File: src/sv/nsv_pkg.sv
`default_nettype none

package nsv_pkg;

	// Default width of the length counter
	localparam int LENGTH_BITS = 16;

	// Entries in the queue between the classifier and the checker
	localparam int QUEUE_DEPTH = 2;

	localparam int MODE_BITS = 3;
	localparam int BYTE_BITS = 8;

	// Check selected by the mode register
	typedef enum logic [MODE_BITS-1:0] {
		MODE_ASCII = 3'd0,
		MODE_DEC   = 3'd1,
		MODE_BIN   = 3'd2,
		MODE_HEX   = 3'd3,
		MODE_OCT   = 3'd4,
		MODE_FLOAT = 3'd5
	} mode_t;

	// Character codes
	localparam logic [BYTE_BITS-1:0] CH_NUL   = 8'h00;
	localparam logic [BYTE_BITS-1:0] CH_0     = 8'h30;
	localparam logic [BYTE_BITS-1:0] CH_1     = 8'h31;
	localparam logic [BYTE_BITS-1:0] CH_7     = 8'h37;
	localparam logic [BYTE_BITS-1:0] CH_9     = 8'h39;
	localparam logic [BYTE_BITS-1:0] CH_LA    = 8'h61;
	localparam logic [BYTE_BITS-1:0] CH_LF    = 8'h66;
	localparam logic [BYTE_BITS-1:0] CH_UA    = 8'h41;
	localparam logic [BYTE_BITS-1:0] CH_UF    = 8'h46;
	localparam logic [BYTE_BITS-1:0] CH_DOT   = 8'h2e;
	localparam logic [BYTE_BITS-1:0] CH_COMMA = 8'h2c;
	localparam logic [BYTE_BITS-1:0] CH_MINUS = 8'h2d;
	localparam logic [BYTE_BITS-1:0] CH_PLUS  = 8'h2b;

	// One classified byte, handed from the classifier to the checker
	typedef struct packed {
		logic [MODE_BITS-1:0] mode;
		logic                 is_end;
		logic                 is_sign;
		logic                 is_dig;
		logic                 is_bin;
		logic                 is_oct;
		logic                 is_hex;
		logic                 is_mark;
		logic                 is_high;
	} nsv_item_t;

endpackage

`default_nettype wire

File: src/sv/nsv_in_if.sv
`default_nettype none

interface nsv_in_if;
	logic                            valid;
	logic                            ready;
	logic [nsv_pkg::BYTE_BITS-1:0]   char_byte;

	modport source (output valid, output char_byte, input ready);
	modport sink (input valid, input char_byte, output ready);
endinterface

`default_nettype wire

File: src/sv/nsv_out_if.sv
`default_nettype none

interface nsv_out_if #(
	parameter int LENGTH_BITS = nsv_pkg::LENGTH_BITS
);
	logic                   valid;
	logic                   ready;
	logic                   is_valid;
	logic [LENGTH_BITS-1:0] string_length;

	modport source (output valid, output is_valid, output string_length, input ready);
	modport sink (input valid, input is_valid, input string_length, output ready);
endinterface

`default_nettype wire

File: src/sv/nsv_front.sv
`default_nettype none

module nsv_front (
	input  wire logic                            clk,
	input  wire logic                            arst_n,
	input  wire logic                            cfg_we,
	input  wire logic [nsv_pkg::MODE_BITS-1:0]   cfg_wdata,
	nsv_in_if.sink                               char_in,
	input  wire logic                            full,
	output nsv_pkg::nsv_item_t                   push_item,
	output logic                                 push
);

	logic [nsv_pkg::MODE_BITS-1:0] mode_q;
	logic [nsv_pkg::BYTE_BITS-1:0] c;

	// Hold the check mode
	always_ff @(posedge clk or negedge arst_n) begin
		if (!arst_n) begin
			mode_q <= nsv_pkg::MODE_DEC;
		end else if (cfg_we) begin
			mode_q <= cfg_wdata;
		end
	end

	// Accept while the queue has room
	assign char_in.ready = !full;
	assign push          = char_in.valid && !full;
	assign c             = char_in.char_byte;

	// Classify the byte and tag it with the mode in force
	always_comb begin
		push_item.mode    = mode_q;
		push_item.is_end  = (c == nsv_pkg::CH_NUL);
		push_item.is_sign = (c == nsv_pkg::CH_PLUS) || (c == nsv_pkg::CH_MINUS);
		push_item.is_dig  = (c >= nsv_pkg::CH_0) && (c <= nsv_pkg::CH_9);
		push_item.is_bin  = (c >= nsv_pkg::CH_0) && (c <= nsv_pkg::CH_1);
		push_item.is_oct  = (c >= nsv_pkg::CH_0) && (c <= nsv_pkg::CH_7);
		push_item.is_hex  = ((c >= nsv_pkg::CH_0) && (c <= nsv_pkg::CH_9))
			|| ((c >= nsv_pkg::CH_LA) && (c <= nsv_pkg::CH_LF))
			|| ((c >= nsv_pkg::CH_UA) && (c <= nsv_pkg::CH_UF));
		push_item.is_mark = (c == nsv_pkg::CH_DOT) || (c == nsv_pkg::CH_COMMA);
		push_item.is_high = c[nsv_pkg::BYTE_BITS-1];
	end

endmodule

`default_nettype wire

File: src/sv/nsv_queue.sv
`default_nettype none

module nsv_queue (
	input  wire logic                clk,
	input  wire logic                arst_n,
	input  wire logic                push,
	input  wire nsv_pkg::nsv_item_t  push_item,
	input  wire logic                pop,
	output nsv_pkg::nsv_item_t       head_item,
	output logic                     empty,
	output logic                     full
);

	localparam int DEPTH = nsv_pkg::QUEUE_DEPTH;
	localparam int PTR_BITS = (DEPTH > 1) ? $clog2(DEPTH) : 1;
	localparam int CNT_BITS = $clog2(DEPTH + 1);

	nsv_pkg::nsv_item_t  entry_q [DEPTH];
	logic [PTR_BITS-1:0] wr_ptr_q;
	logic [PTR_BITS-1:0] rd_ptr_q;
	logic [CNT_BITS-1:0] count_q;

	assign empty     = (count_q == '0);
	assign full      = (count_q == CNT_BITS'(DEPTH));
	assign head_item = entry_q[rd_ptr_q];

	// Store pushed items
	always_ff @(posedge clk) begin
		if (push) begin
			entry_q[wr_ptr_q] <= push_item;
		end
	end

	// Advance pointers and count
	always_ff @(posedge clk or negedge arst_n) begin
		if (!arst_n) begin
			wr_ptr_q <= '0;
			rd_ptr_q <= '0;
			count_q  <= '0;
		end else begin
			if (push) begin
				wr_ptr_q <= (wr_ptr_q == PTR_BITS'(DEPTH - 1)) ? '0 : wr_ptr_q + 1'b1;
			end
			if (pop) begin
				rd_ptr_q <= (rd_ptr_q == PTR_BITS'(DEPTH - 1)) ? '0 : rd_ptr_q + 1'b1;
			end
			if (push && !pop) begin
				count_q <= count_q + 1'b1;
			end else if (pop && !push) begin
				count_q <= count_q - 1'b1;
			end
		end
	end

`ifndef NO_ASSERTIONS
	a_no_overflow: assert property (@(posedge clk) disable iff (!arst_n)
		!(push && full && !pop))
		else $error("queue push while full");
	a_no_underflow: assert property (@(posedge clk) disable iff (!arst_n)
		!(pop && empty))
		else $error("queue pop while empty");
	a_count_bound: assert property (@(posedge clk) disable iff (!arst_n)
		count_q <= CNT_BITS'(DEPTH))
		else $error("queue count above depth");
`endif

endmodule

`default_nettype wire

File: src/sv/nsv_back.sv
`default_nettype none

module nsv_back #(
	parameter int LENGTH_BITS = nsv_pkg::LENGTH_BITS
) (
	input  wire logic                clk,
	input  wire logic                arst_n,
	input  wire nsv_pkg::nsv_item_t  head_item,
	input  wire logic                empty,
	output logic                     pop,
	nsv_out_if.source                result_out
);

	logic                   at_start_q;
	logic                   has_body_q;
	logic                   decimal_seen_q;
	logic                   last_was_decimal_q;
	logic                   failed_q;
	logic [LENGTH_BITS-1:0] len_q;

	logic                   out_valid_q;
	logic                   out_ok_q;
	logic [LENGTH_BITS-1:0] out_len_q;

	logic                   body_d;
	logic                   dec_d;
	logic                   last_d;
	logic                   fail_d;
	logic                   verdict;
	logic                   out_free;

	// Take the head item unless a terminator meets a full output register
	assign out_free = !out_valid_q || result_out.ready;
	assign pop      = !empty && (!head_item.is_end || out_free);

	// Update the string flags for one byte
	always_comb begin
		body_d = has_body_q;
		dec_d  = decimal_seen_q;
		last_d = last_was_decimal_q;
		fail_d = failed_q;
		unique case (head_item.mode)
			nsv_pkg::MODE_ASCII: begin
				if (head_item.is_high) fail_d = 1'b1;
			end
			nsv_pkg::MODE_DEC: begin
				if (at_start_q && head_item.is_sign) begin
					fail_d = failed_q;
				end else if (head_item.is_dig) begin
					body_d = 1'b1;
				end else begin
					fail_d = 1'b1;
				end
			end
			nsv_pkg::MODE_BIN: begin
				if (head_item.is_bin) body_d = 1'b1;
				else fail_d = 1'b1;
			end
			nsv_pkg::MODE_HEX: begin
				if (head_item.is_hex) body_d = 1'b1;
				else fail_d = 1'b1;
			end
			nsv_pkg::MODE_OCT: begin
				if (head_item.is_oct) body_d = 1'b1;
				else fail_d = 1'b1;
			end
			nsv_pkg::MODE_FLOAT: begin
				if (at_start_q && head_item.is_sign) begin
					fail_d = failed_q;
				end else if (head_item.is_dig) begin
					body_d = 1'b1;
					last_d = 1'b0;
				end else if (head_item.is_mark && !decimal_seen_q && has_body_q) begin
					dec_d  = 1'b1;
					last_d = 1'b1;
				end else begin
					fail_d = 1'b1;
				end
			end
			default: fail_d = 1'b1;
		endcase
	end

	// Judge the finished string under the mode of the terminator
	always_comb begin
		unique case (head_item.mode) inside
			nsv_pkg::MODE_ASCII: verdict = 1'b1;
			nsv_pkg::MODE_DEC,
			nsv_pkg::MODE_BIN,
			nsv_pkg::MODE_HEX,
			nsv_pkg::MODE_OCT:   verdict = has_body_q;
			nsv_pkg::MODE_FLOAT: verdict = has_body_q && !last_was_decimal_q;
			default:             verdict = 1'b0;
		endcase
	end

	// Advance the string state; clear it at the terminator
	always_ff @(posedge clk or negedge arst_n) begin
		if (!arst_n) begin
			at_start_q         <= 1'b1;
			has_body_q         <= 1'b0;
			decimal_seen_q     <= 1'b0;
			last_was_decimal_q <= 1'b0;
			failed_q           <= 1'b0;
			len_q              <= '0;
		end else if (pop) begin
			if (head_item.is_end) begin
				at_start_q         <= 1'b1;
				has_body_q         <= 1'b0;
				decimal_seen_q     <= 1'b0;
				last_was_decimal_q <= 1'b0;
				failed_q           <= 1'b0;
				len_q              <= '0;
			end else begin
				at_start_q         <= 1'b0;
				has_body_q         <= body_d;
				decimal_seen_q     <= dec_d;
				last_was_decimal_q <= last_d;
				failed_q           <= fail_d;
				if (len_q != '1) len_q <= len_q + 1'b1;
			end
		end
	end

	// Hold the result until it is taken
	always_ff @(posedge clk or negedge arst_n) begin
		if (!arst_n) begin
			out_valid_q <= 1'b0;
		end else if (pop && head_item.is_end) begin
			out_valid_q <= 1'b1;
		end else if (result_out.ready) begin
			out_valid_q <= 1'b0;
		end
	end

	always_ff @(posedge clk) begin
		if (pop && head_item.is_end) begin
			out_ok_q  <= !failed_q && verdict;
			out_len_q <= len_q;
		end
	end

	assign result_out.valid         = out_valid_q;
	assign result_out.is_valid      = out_ok_q;
	assign result_out.string_length = out_len_q;

`ifndef NO_ASSERTIONS
	a_clear_after_end: assert property (@(posedge clk) disable iff (!arst_n)
		(pop && head_item.is_end) |=> (at_start_q && (len_q == '0) && !failed_q))
		else $error("string state not cleared after terminator");
	a_fail_sticky: assert property (@(posedge clk) disable iff (!arst_n)
		(failed_q && !(pop && head_item.is_end)) |=> failed_q)
		else $error("failure flag dropped mid-string");
	a_mark_needs_body: assert property (@(posedge clk) disable iff (!arst_n)
		decimal_seen_q |-> has_body_q)
		else $error("decimal mark recorded without a leading digit");
	a_result_from_end: assert property (@(posedge clk) disable iff (!arst_n)
		$rose(out_valid_q) |-> $past(pop && head_item.is_end))
		else $error("result raised without a terminator");
`endif

endmodule

`default_nettype wire

File: src/sv/ascii_number_string_validator_unit.sv
// Channel     Dir  Payload                          Handshake
// char_in     in   char_byte[7:0]                   valid/ready
// result_out  out  is_valid, string_length[L-1:0]   valid/ready
// cfg         in   cfg_wdata[2:0] (check mode)      cfg_we, no wait
//
// One byte is accepted per cycle; a classifier feeds a two-entry queue and
// the checker retires one queued byte per cycle.
// A result is registered as its zero byte leaves the queue and sits in
// an output register until taken; further bytes of the next string flow on.
// A stalled result holds back only the next terminator; the queue then fills
// and char_in.ready drops. Reset clears all string state, mode becomes 1.
`default_nettype none

module ascii_number_string_validator_unit #(
	parameter int LENGTH_BITS = nsv_pkg::LENGTH_BITS
) (
	input  wire logic                            clk,
	input  wire logic                            arst_n,
	input  wire logic                            cfg_we,
	input  wire logic [nsv_pkg::MODE_BITS-1:0]   cfg_wdata,
	nsv_in_if.sink                               char_in,
	nsv_out_if.source                            result_out
);

	nsv_pkg::nsv_item_t push_item;
	nsv_pkg::nsv_item_t head_item;
	logic               push;
	logic               pop;
	logic               empty;
	logic               full;

	nsv_front u_front (
		.clk       (clk),
		.arst_n    (arst_n),
		.cfg_we    (cfg_we),
		.cfg_wdata (cfg_wdata),
		.char_in   (char_in),
		.full      (full),
		.push_item (push_item),
		.push      (push)
	);

	nsv_queue u_queue (
		.clk       (clk),
		.arst_n    (arst_n),
		.push      (push),
		.push_item (push_item),
		.pop       (pop),
		.head_item (head_item),
		.empty     (empty),
		.full      (full)
	);

	nsv_back #(
		.LENGTH_BITS (LENGTH_BITS)
	) u_back (
		.clk        (clk),
		.arst_n     (arst_n),
		.head_item  (head_item),
		.empty      (empty),
		.pop        (pop),
		.result_out (result_out)
	);

endmodule

`default_nettype wire

File: src/flat_wrapper.sv
// flat-port wrapper written by rule: the top's interface ports become plain ports
module ascii_number_string_validator_unit_flat 
#(
	parameter int LENGTH_BITS = nsv_pkg::LENGTH_BITS
)
  (clk, arst_n, cfg_we, cfg_wdata, char_in_valid, char_in_char_byte, char_in_ready, result_out_valid, result_out_is_valid, result_out_string_length, result_out_ready);
  nsv_in_if char_in_i ();
  nsv_out_if #(.LENGTH_BITS(LENGTH_BITS)) result_out_i ();
  input  wire logic clk;
  input  wire logic arst_n;
  input  wire logic cfg_we;
  input  wire logic [nsv_pkg::MODE_BITS-1:0] cfg_wdata;
  input wire logic [$bits(char_in_i.valid)-1:0] char_in_valid;
  input wire logic [$bits(char_in_i.char_byte)-1:0] char_in_char_byte;
  output wire logic [$bits(char_in_i.ready)-1:0] char_in_ready;
  output wire logic [$bits(result_out_i.valid)-1:0] result_out_valid;
  output wire logic [$bits(result_out_i.is_valid)-1:0] result_out_is_valid;
  output wire logic [$bits(result_out_i.string_length)-1:0] result_out_string_length;
  input wire logic [$bits(result_out_i.ready)-1:0] result_out_ready;
  assign char_in_i.valid = char_in_valid;
  assign char_in_i.char_byte = char_in_char_byte;
  assign char_in_ready = char_in_i.ready;
  assign result_out_valid = result_out_i.valid;
  assign result_out_is_valid = result_out_i.is_valid;
  assign result_out_string_length = result_out_i.string_length;
  assign result_out_i.ready = result_out_ready;
  ascii_number_string_validator_unit #(.LENGTH_BITS(LENGTH_BITS)) u_core (.clk(clk), .arst_n(arst_n), .cfg_we(cfg_we), .cfg_wdata(cfg_wdata), .char_in(char_in_i), .result_out(result_out_i));
endmodule
File: config.mk
export PLATFORM = sky130hd
export DESIGN_NAME = ascii_number_string_validator_unit_flat
export DESIGN_NICKNAME = d
export VERILOG_FILES = /design/src/sv/nsv_pkg.sv /design/src/sv/nsv_in_if.sv /design/src/sv/nsv_out_if.sv /design/src/sv/nsv_front.sv /design/src/sv/nsv_queue.sv /design/src/sv/nsv_back.sv /design/src/sv/ascii_number_string_validator_unit.sv /design/src/flat_wrapper.sv
export SDC_FILE = /design/constraint.sdc
export NUM_CORES = 1
export LEC_CHECK = 0
export BUFFER_PORTS_ARGS = -buffer_cell sky130_fd_sc_hd__buf_2
export CORE_MARGIN = 4
export CORE_UTILIZATION = 30
export DETAILED_ROUTE_END_ITERATION = 10
export GPL_ROUTABILITY_DRIVEN = 0
export GPL_TIMING_DRIVEN = 0
export PLACE_DENSITY = 0.55
export SLEW_MARGIN = 20
export SYNTH_ARGS = -nofsm -noshare
export SYNTH_HDL_FRONTEND = slang
export SYNTH_HIERARCHICAL = 1
export SYNTH_SLANG_ARGS = --single-unit
File: constraint.sdc
create_clock -name clk -period 2.4 [get_ports clk]
set_input_delay 0.12 -clock clk [delete_from_list [all_inputs] [get_ports clk]]
set_output_delay 0.12 -clock clk [all_outputs]
set_load 0.005 [all_outputs]
==> qor_table.md <==
| Item | This run | Unit |
|---|---|---|
| Run status | complete, no violations | - |
| LEAKAGE | 1.49 | nW |
| Maximum operating frequency | 0.433 | GHz |
| Peak ir drop on the vdd network | 570 | µV |
| Detailed-route wire length per cell | 14.1 | µm |
| Reg2reg start | u_core/u_queue/rd_ptr_q | - |
| DP Cell Count | 423 | - |
| Crit path time final | 2310 | ps |
| Final cycle utilization of the critical path | 96.1 | % |
| Fraction of registers with async set or reset after synthesis | 42.6 | % |
| Clk_lat worst skew | 340 | ps |
| Warning count from the yosys run | 6 | - |
| TritonCTS clock tree | yes | - |
| Synthesis-stage register bit count | 68 | - |
| Adder-cell share of the synthesized area | 0.793 | % |
| # port buffers | 34 | - |
| Crit end category | flip-flop | - |
| Number of enable flip-flop cells after synthesis | 39 | - |
| # H-tree levels | 3 | - |
| Count of routing violations after the opening detailed-route iteration | 102 | - |
| Unrepaired setup endpoints after global routing | no | - |
| Hold path startpoint | cfg_wdata[1] | - |
| Share of the synthesized area in compound gates (AO/OA/AOI/OAI) | 10.8 | % |
| Required time at the worst-slack endpoint | 2660 | ps |
| Clock transition at the registers of the reported paths | 70 | ps |
| Clock sink total | 68 | - |
| Unique cell type count in the Yosys netlist | 56 | - |
| Transition time at the pin with the least slew margin | 1020 | ps |
| Worst path max stage delay | 550 | ps |
| DRC violations left | 0 | - |
| X dimension of the die | 111 | µm |
| Instance area at placement | 0.00350 | mm² |
| Instance count along the most critical hold path | 2 | - |
| Ratio of total power to cell area | 1050 | mW/mm² |
| Cell area after synthesis | 0.00316 | mm² |
| Share of synthesized cell area in and, or, nand and nor gates | 16.9 | % |
| Worst-case register-to-register setup slack | 90 | ps |
| PnR Total Power | 3.97 | mW |
| CP Max Fanout | 10 | - |
| Multi-input gate area | 0.00120 | mm² |
| Detailed Place HPWL | 4330 | µm |
| Number of global-route vias before repair | 2148 | - |
| Number of vias per cell | 4.83 | - |
| Fraction of the yosys area taken by sequential cells | 60.2 | % |
| Starting density of the core | 30.7 | % |
| Net count after synthesis | 271 | - |
| Remaining antenna violation count after routing | 0 | - |
| Standard-cell row count | 37 | - |
| Synthesis-to-layout area growth | 20.1 | % |
| Number of cells produced by synthesis | 253 | - |
| Cell family with most CP delay | simple AND/OR/NAND/NOR gates | - |
| Height of the die | 111 | µm |
| Fillers | 1042 | - |
| Worst min-delay path class | in2reg | - |
| Max-slew headroom at the worst pin | 31.8 | % |
| Overall via count from detail_route | 2155 | - |
| Initial antenna violation count | 0 | - |
| Commonest register cell after synthesis | edfxtp_1 | - |
| Count of nets after finishing | 323 | - |
| Worst Path Class, Setup | reg2reg | - |
| Overall fraction of global-route tracks in use | 10.8 | % |
| Post-route standard cell area excluding fillers | 0.00379 | mm² |
| Post-synthesis xor/xnor area fraction | 1.66 | % |
| Largest clock skew in the final design | 5.08 | ps |
| Ratio of cells with drive above 1 in the final layout | 25.5 | % |
| # diodes | 0 | - |
| Number of max-slew violations in the final report | 0 | - |
| Register Area | 0.00190 | mm² |
| Final Non-Filler Cells | 446 | - |
| Library cell used as clock root buffer | clkbuf_8 | - |
| Worst hold path endpoint | u_core/u_front/mode_q[1] | - |
| Number of buffers added by the clock tree synthesis step | 9 | - |
| Worst path bufs/invs | 2 | - |
| Mux cell area share after synthesis | 7.33 | % |
| Core area | 0.0103 | mm² |
| Maximum number of pins on one net before global-route repair | 30 | - |
| Clock buffer depth | 2 | - |
| Number of optimization iterations in the first detailed-route pass | 4 | - |
| Residual overflow from global routing | 0 | - |
| Critical-path top delay cell | or4_4 | - |
| Worst reg-to-reg path cell count | 7 | - |
| Final number of hold-violating endpoints | 0 | - |
| Worst Setup Start Kind | flip-flop | - |
| Die area | 0.0122 | mm² |
| Combinational family with the most area after synthesis | simple AND/OR/NAND/NOR gates | - |
| Final Routed Wirelength | 6280 | µm |
| Mean Syn Cell Area | 12.5 | µm² |
| Sequence of cells on the critical path | buf_8 > mux2_4 > buf_6 > and3b_4 > or4_4 > a211oi_2 > mux2i_1 | - |
| Endpoint of the lowest-slack register-to-register path | u_core/u_back/len_q[7] | - |
| I/O pin count | 35 | - |
| Total setup violations reported at the end of the flow | 0 | - |
| Wire length of the first global-routing pass | 10800 | µm |
| Max_cap viols | 0 | - |
| Critical path arrival | 2570 | ps |
-- cell usage after synthesis (all sizes together), types with 2 or more instances --
| cell type | count | area [µm²] |
|---|---|---|
| a211oi | 3 | 22.5 |
| a21oi | 14 | 70.1 |
| a32o | 3 | 30.0 |
| a41oi | 2 | 17.5 |
| and2 | 2 | 12.5 |
| and3b | 3 | 30.0 |
| buf | 3 | 30.0 |
| clkbuf | 7 | 26.3 |
| dfrtp | 27 | 676 |
| dfstp | 2 | 52.6 |
| edfxtp | 39 | 1170 |
| ha | 2 | 25.0 |
| inv | 5 | 18.8 |
| mux2 | 14 | 191 |
| mux2i | 4 | 40.0 |
| nand2 | 22 | 82.6 |
| nand2b | 5 | 31.3 |
| nand3 | 8 | 40.0 |
| nand3b | 5 | 37.5 |
| nand4 | 3 | 18.8 |
| nor2 | 16 | 60.1 |
| nor2b | 4 | 25.0 |
| nor3 | 7 | 40.0 |
| nor4 | 4 | 25.0 |
| o211ai | 3 | 22.5 |
| o21ai | 6 | 30.0 |
| o21bai | 2 | 15.0 |
| o22ai | 3 | 18.8 |
| o31ai | 2 | 15.0 |
| o41ai | 3 | 26.3 |
| or3 | 4 | 30.0 |
| or4 | 6 | 52.6 |
| xor2 | 5 | 43.8 |
-- how the worst max path moves through the flow --
| stage | depth (start not counted) | end | slack (ps) | start |
|---|---|---|---|---|
| after floorplan | 7 | u_core/u_back/len_q[15] | 170 | u_core/u_queue/rd_ptr_q |
| after detailed placement | 7 | u_core/u_back/len_q[8] | -70 | u_core/u_queue/rd_ptr_q |
| after global routing | 7 | u_core/u_back/len_q[7] | 3 | u_core/u_queue/rd_ptr_q |
| after CTS | 7 | u_core/u_back/len_q[7] | 7 | u_core/u_queue/rd_ptr_q |
| final | 7 | u_core/u_back/len_q[7] | 90 | u_core/u_queue/rd_ptr_q |
| after global placement | 6 | u_core/u_back/result_out.string_length[0] | -380 | u_core/u_queue/rd_ptr_q |
-- routing by layer --
metal	routed length, µm	GRT usage, %	up-vias
li1	-	-	1073
met1	2910	13.8	1017
met2	2960	16.7	52
met3	280	3.62	13
met4	130	4.68	0
met5	0	0	-
-- cells by family (layout without fill, tap and decap cells) --
kind of cell,Yosys count,count (layout)
and+or+nand+nor,95,95
DFF,68,68
AOI/OAI and AO/OA,49,49
muxes,18,18
buffers and inverters,15,72
xor gates and xnor gates,6,6
adders and majority gates,2,2
-- through the flow --
stage | hold slack [ps] | worst slack, ps | TNS [ps] | utilization, %
after global routing | 13.6 | 2.85 | 0 | 36.9
after CTS | 6.73 | 7.32 | 0 | 36.5
final | 24.8 | 93.1 | 0 | 36.9
after floorplan | -176 | 172 | 0 | -
after detailed placement | 215 | -68.0 | -231 | 34.0
after global placement | 212 | -382 | -8900 | 34.0
-- area by class of cell --
class                   count  share of cell area, %
flip-flops and latches     68                   50.1
multi-input cells         170                   31.7
repair buffers             41                   6.07
well taps                 136                   4.49
clock buffers              11                   3.47
clock inverters             5                   2.01
plain buffers              10                   1.62
inverters                   5                  0.495
-- sequential cells by signal (all words and copies together) (netlist names) --
name                                    flops
u_core/u_back/result_out.string_length     16
u_core/u_back/result_out.valid              1
u_core/u_queue/entry_q                     22
u_core/u_queue/rd_ptr_q                     1
u_core/u_back/decimal_seen_q                1
u_core/u_back/last_was_decimal_q            1
u_core/u_back/has_body_q                    1
u_core/u_back/len_q                        16
u_core/u_queue/count_q                      2
u_core/u_back/failed_q                      1
u_core/u_back/at_start_q                    1
u_core/u_front/mode_q                       3
u_core/u_back/result_out.is_valid           1
u_core/u_queue/wr_ptr_q                     1
-- cells in the final DEF, fill, tap and decap left out, types with 2 or more instances in the layout --
cell type	instances
xor2_1	5
dfstp_2	2
mux2_2	4
mux2i_1	4
mux2_4	9
nor3_1	6
or4_1	4
o21ai_0	5
and2_1	2
a32o_1	3
or3_1	3
clkbuf_1	8
edfxtp_1	39
nand4_1	3
or4_4	2
inv_1	5
ha_1	2
dlygate4sd3_1	3
nand2b_1	5
and3b_1	2
nand2_1	22
a21oi_1	14
bufinv_16	2
o22ai_1	3
o31ai_1	2
dfrtp_1	27
buf_2	35
o41ai_1	3
o211ai_1	3
clkbuf_8	9
a41oi_1	2
a211oi_1	2
nor2b_1	4
buf_4	5
nor2_1	15
nand3b_1	5
nor4_1	3
nand3_1	8
o21bai_1	2
-- worst register-to-register path, delay by kind of cell (launching register included) --
kind,cells,cell delay (ps)
AOI/OAI and AO/OA,1,280
buffers and inverters,2,290
DFF,1,420
muxes,2,500
and+or+nand+nor,2,760
-- repair_timing --
action,4_1_cts,5_1_grt
gates cloned,0,0
hold buffers,3,0
setup buffers,0,4
endpoints found under the hold margin,29,0
resized for setup,2,4
pin swaps,0,0
setup endpoints to repair,5,5
-- power breakdown --
group | internal (mW) | leakage [nW] | switching (mW)
Clock | 0.581 | 0.101 | 0.423
Sequential | 1.58 | 0.756 | 0.148
Combinational | 0.566 | 0.631 | 0.677
Total | 2.72 | 1.49 | 1.25
Note: power is estimated with default switching activity, not from simulation.
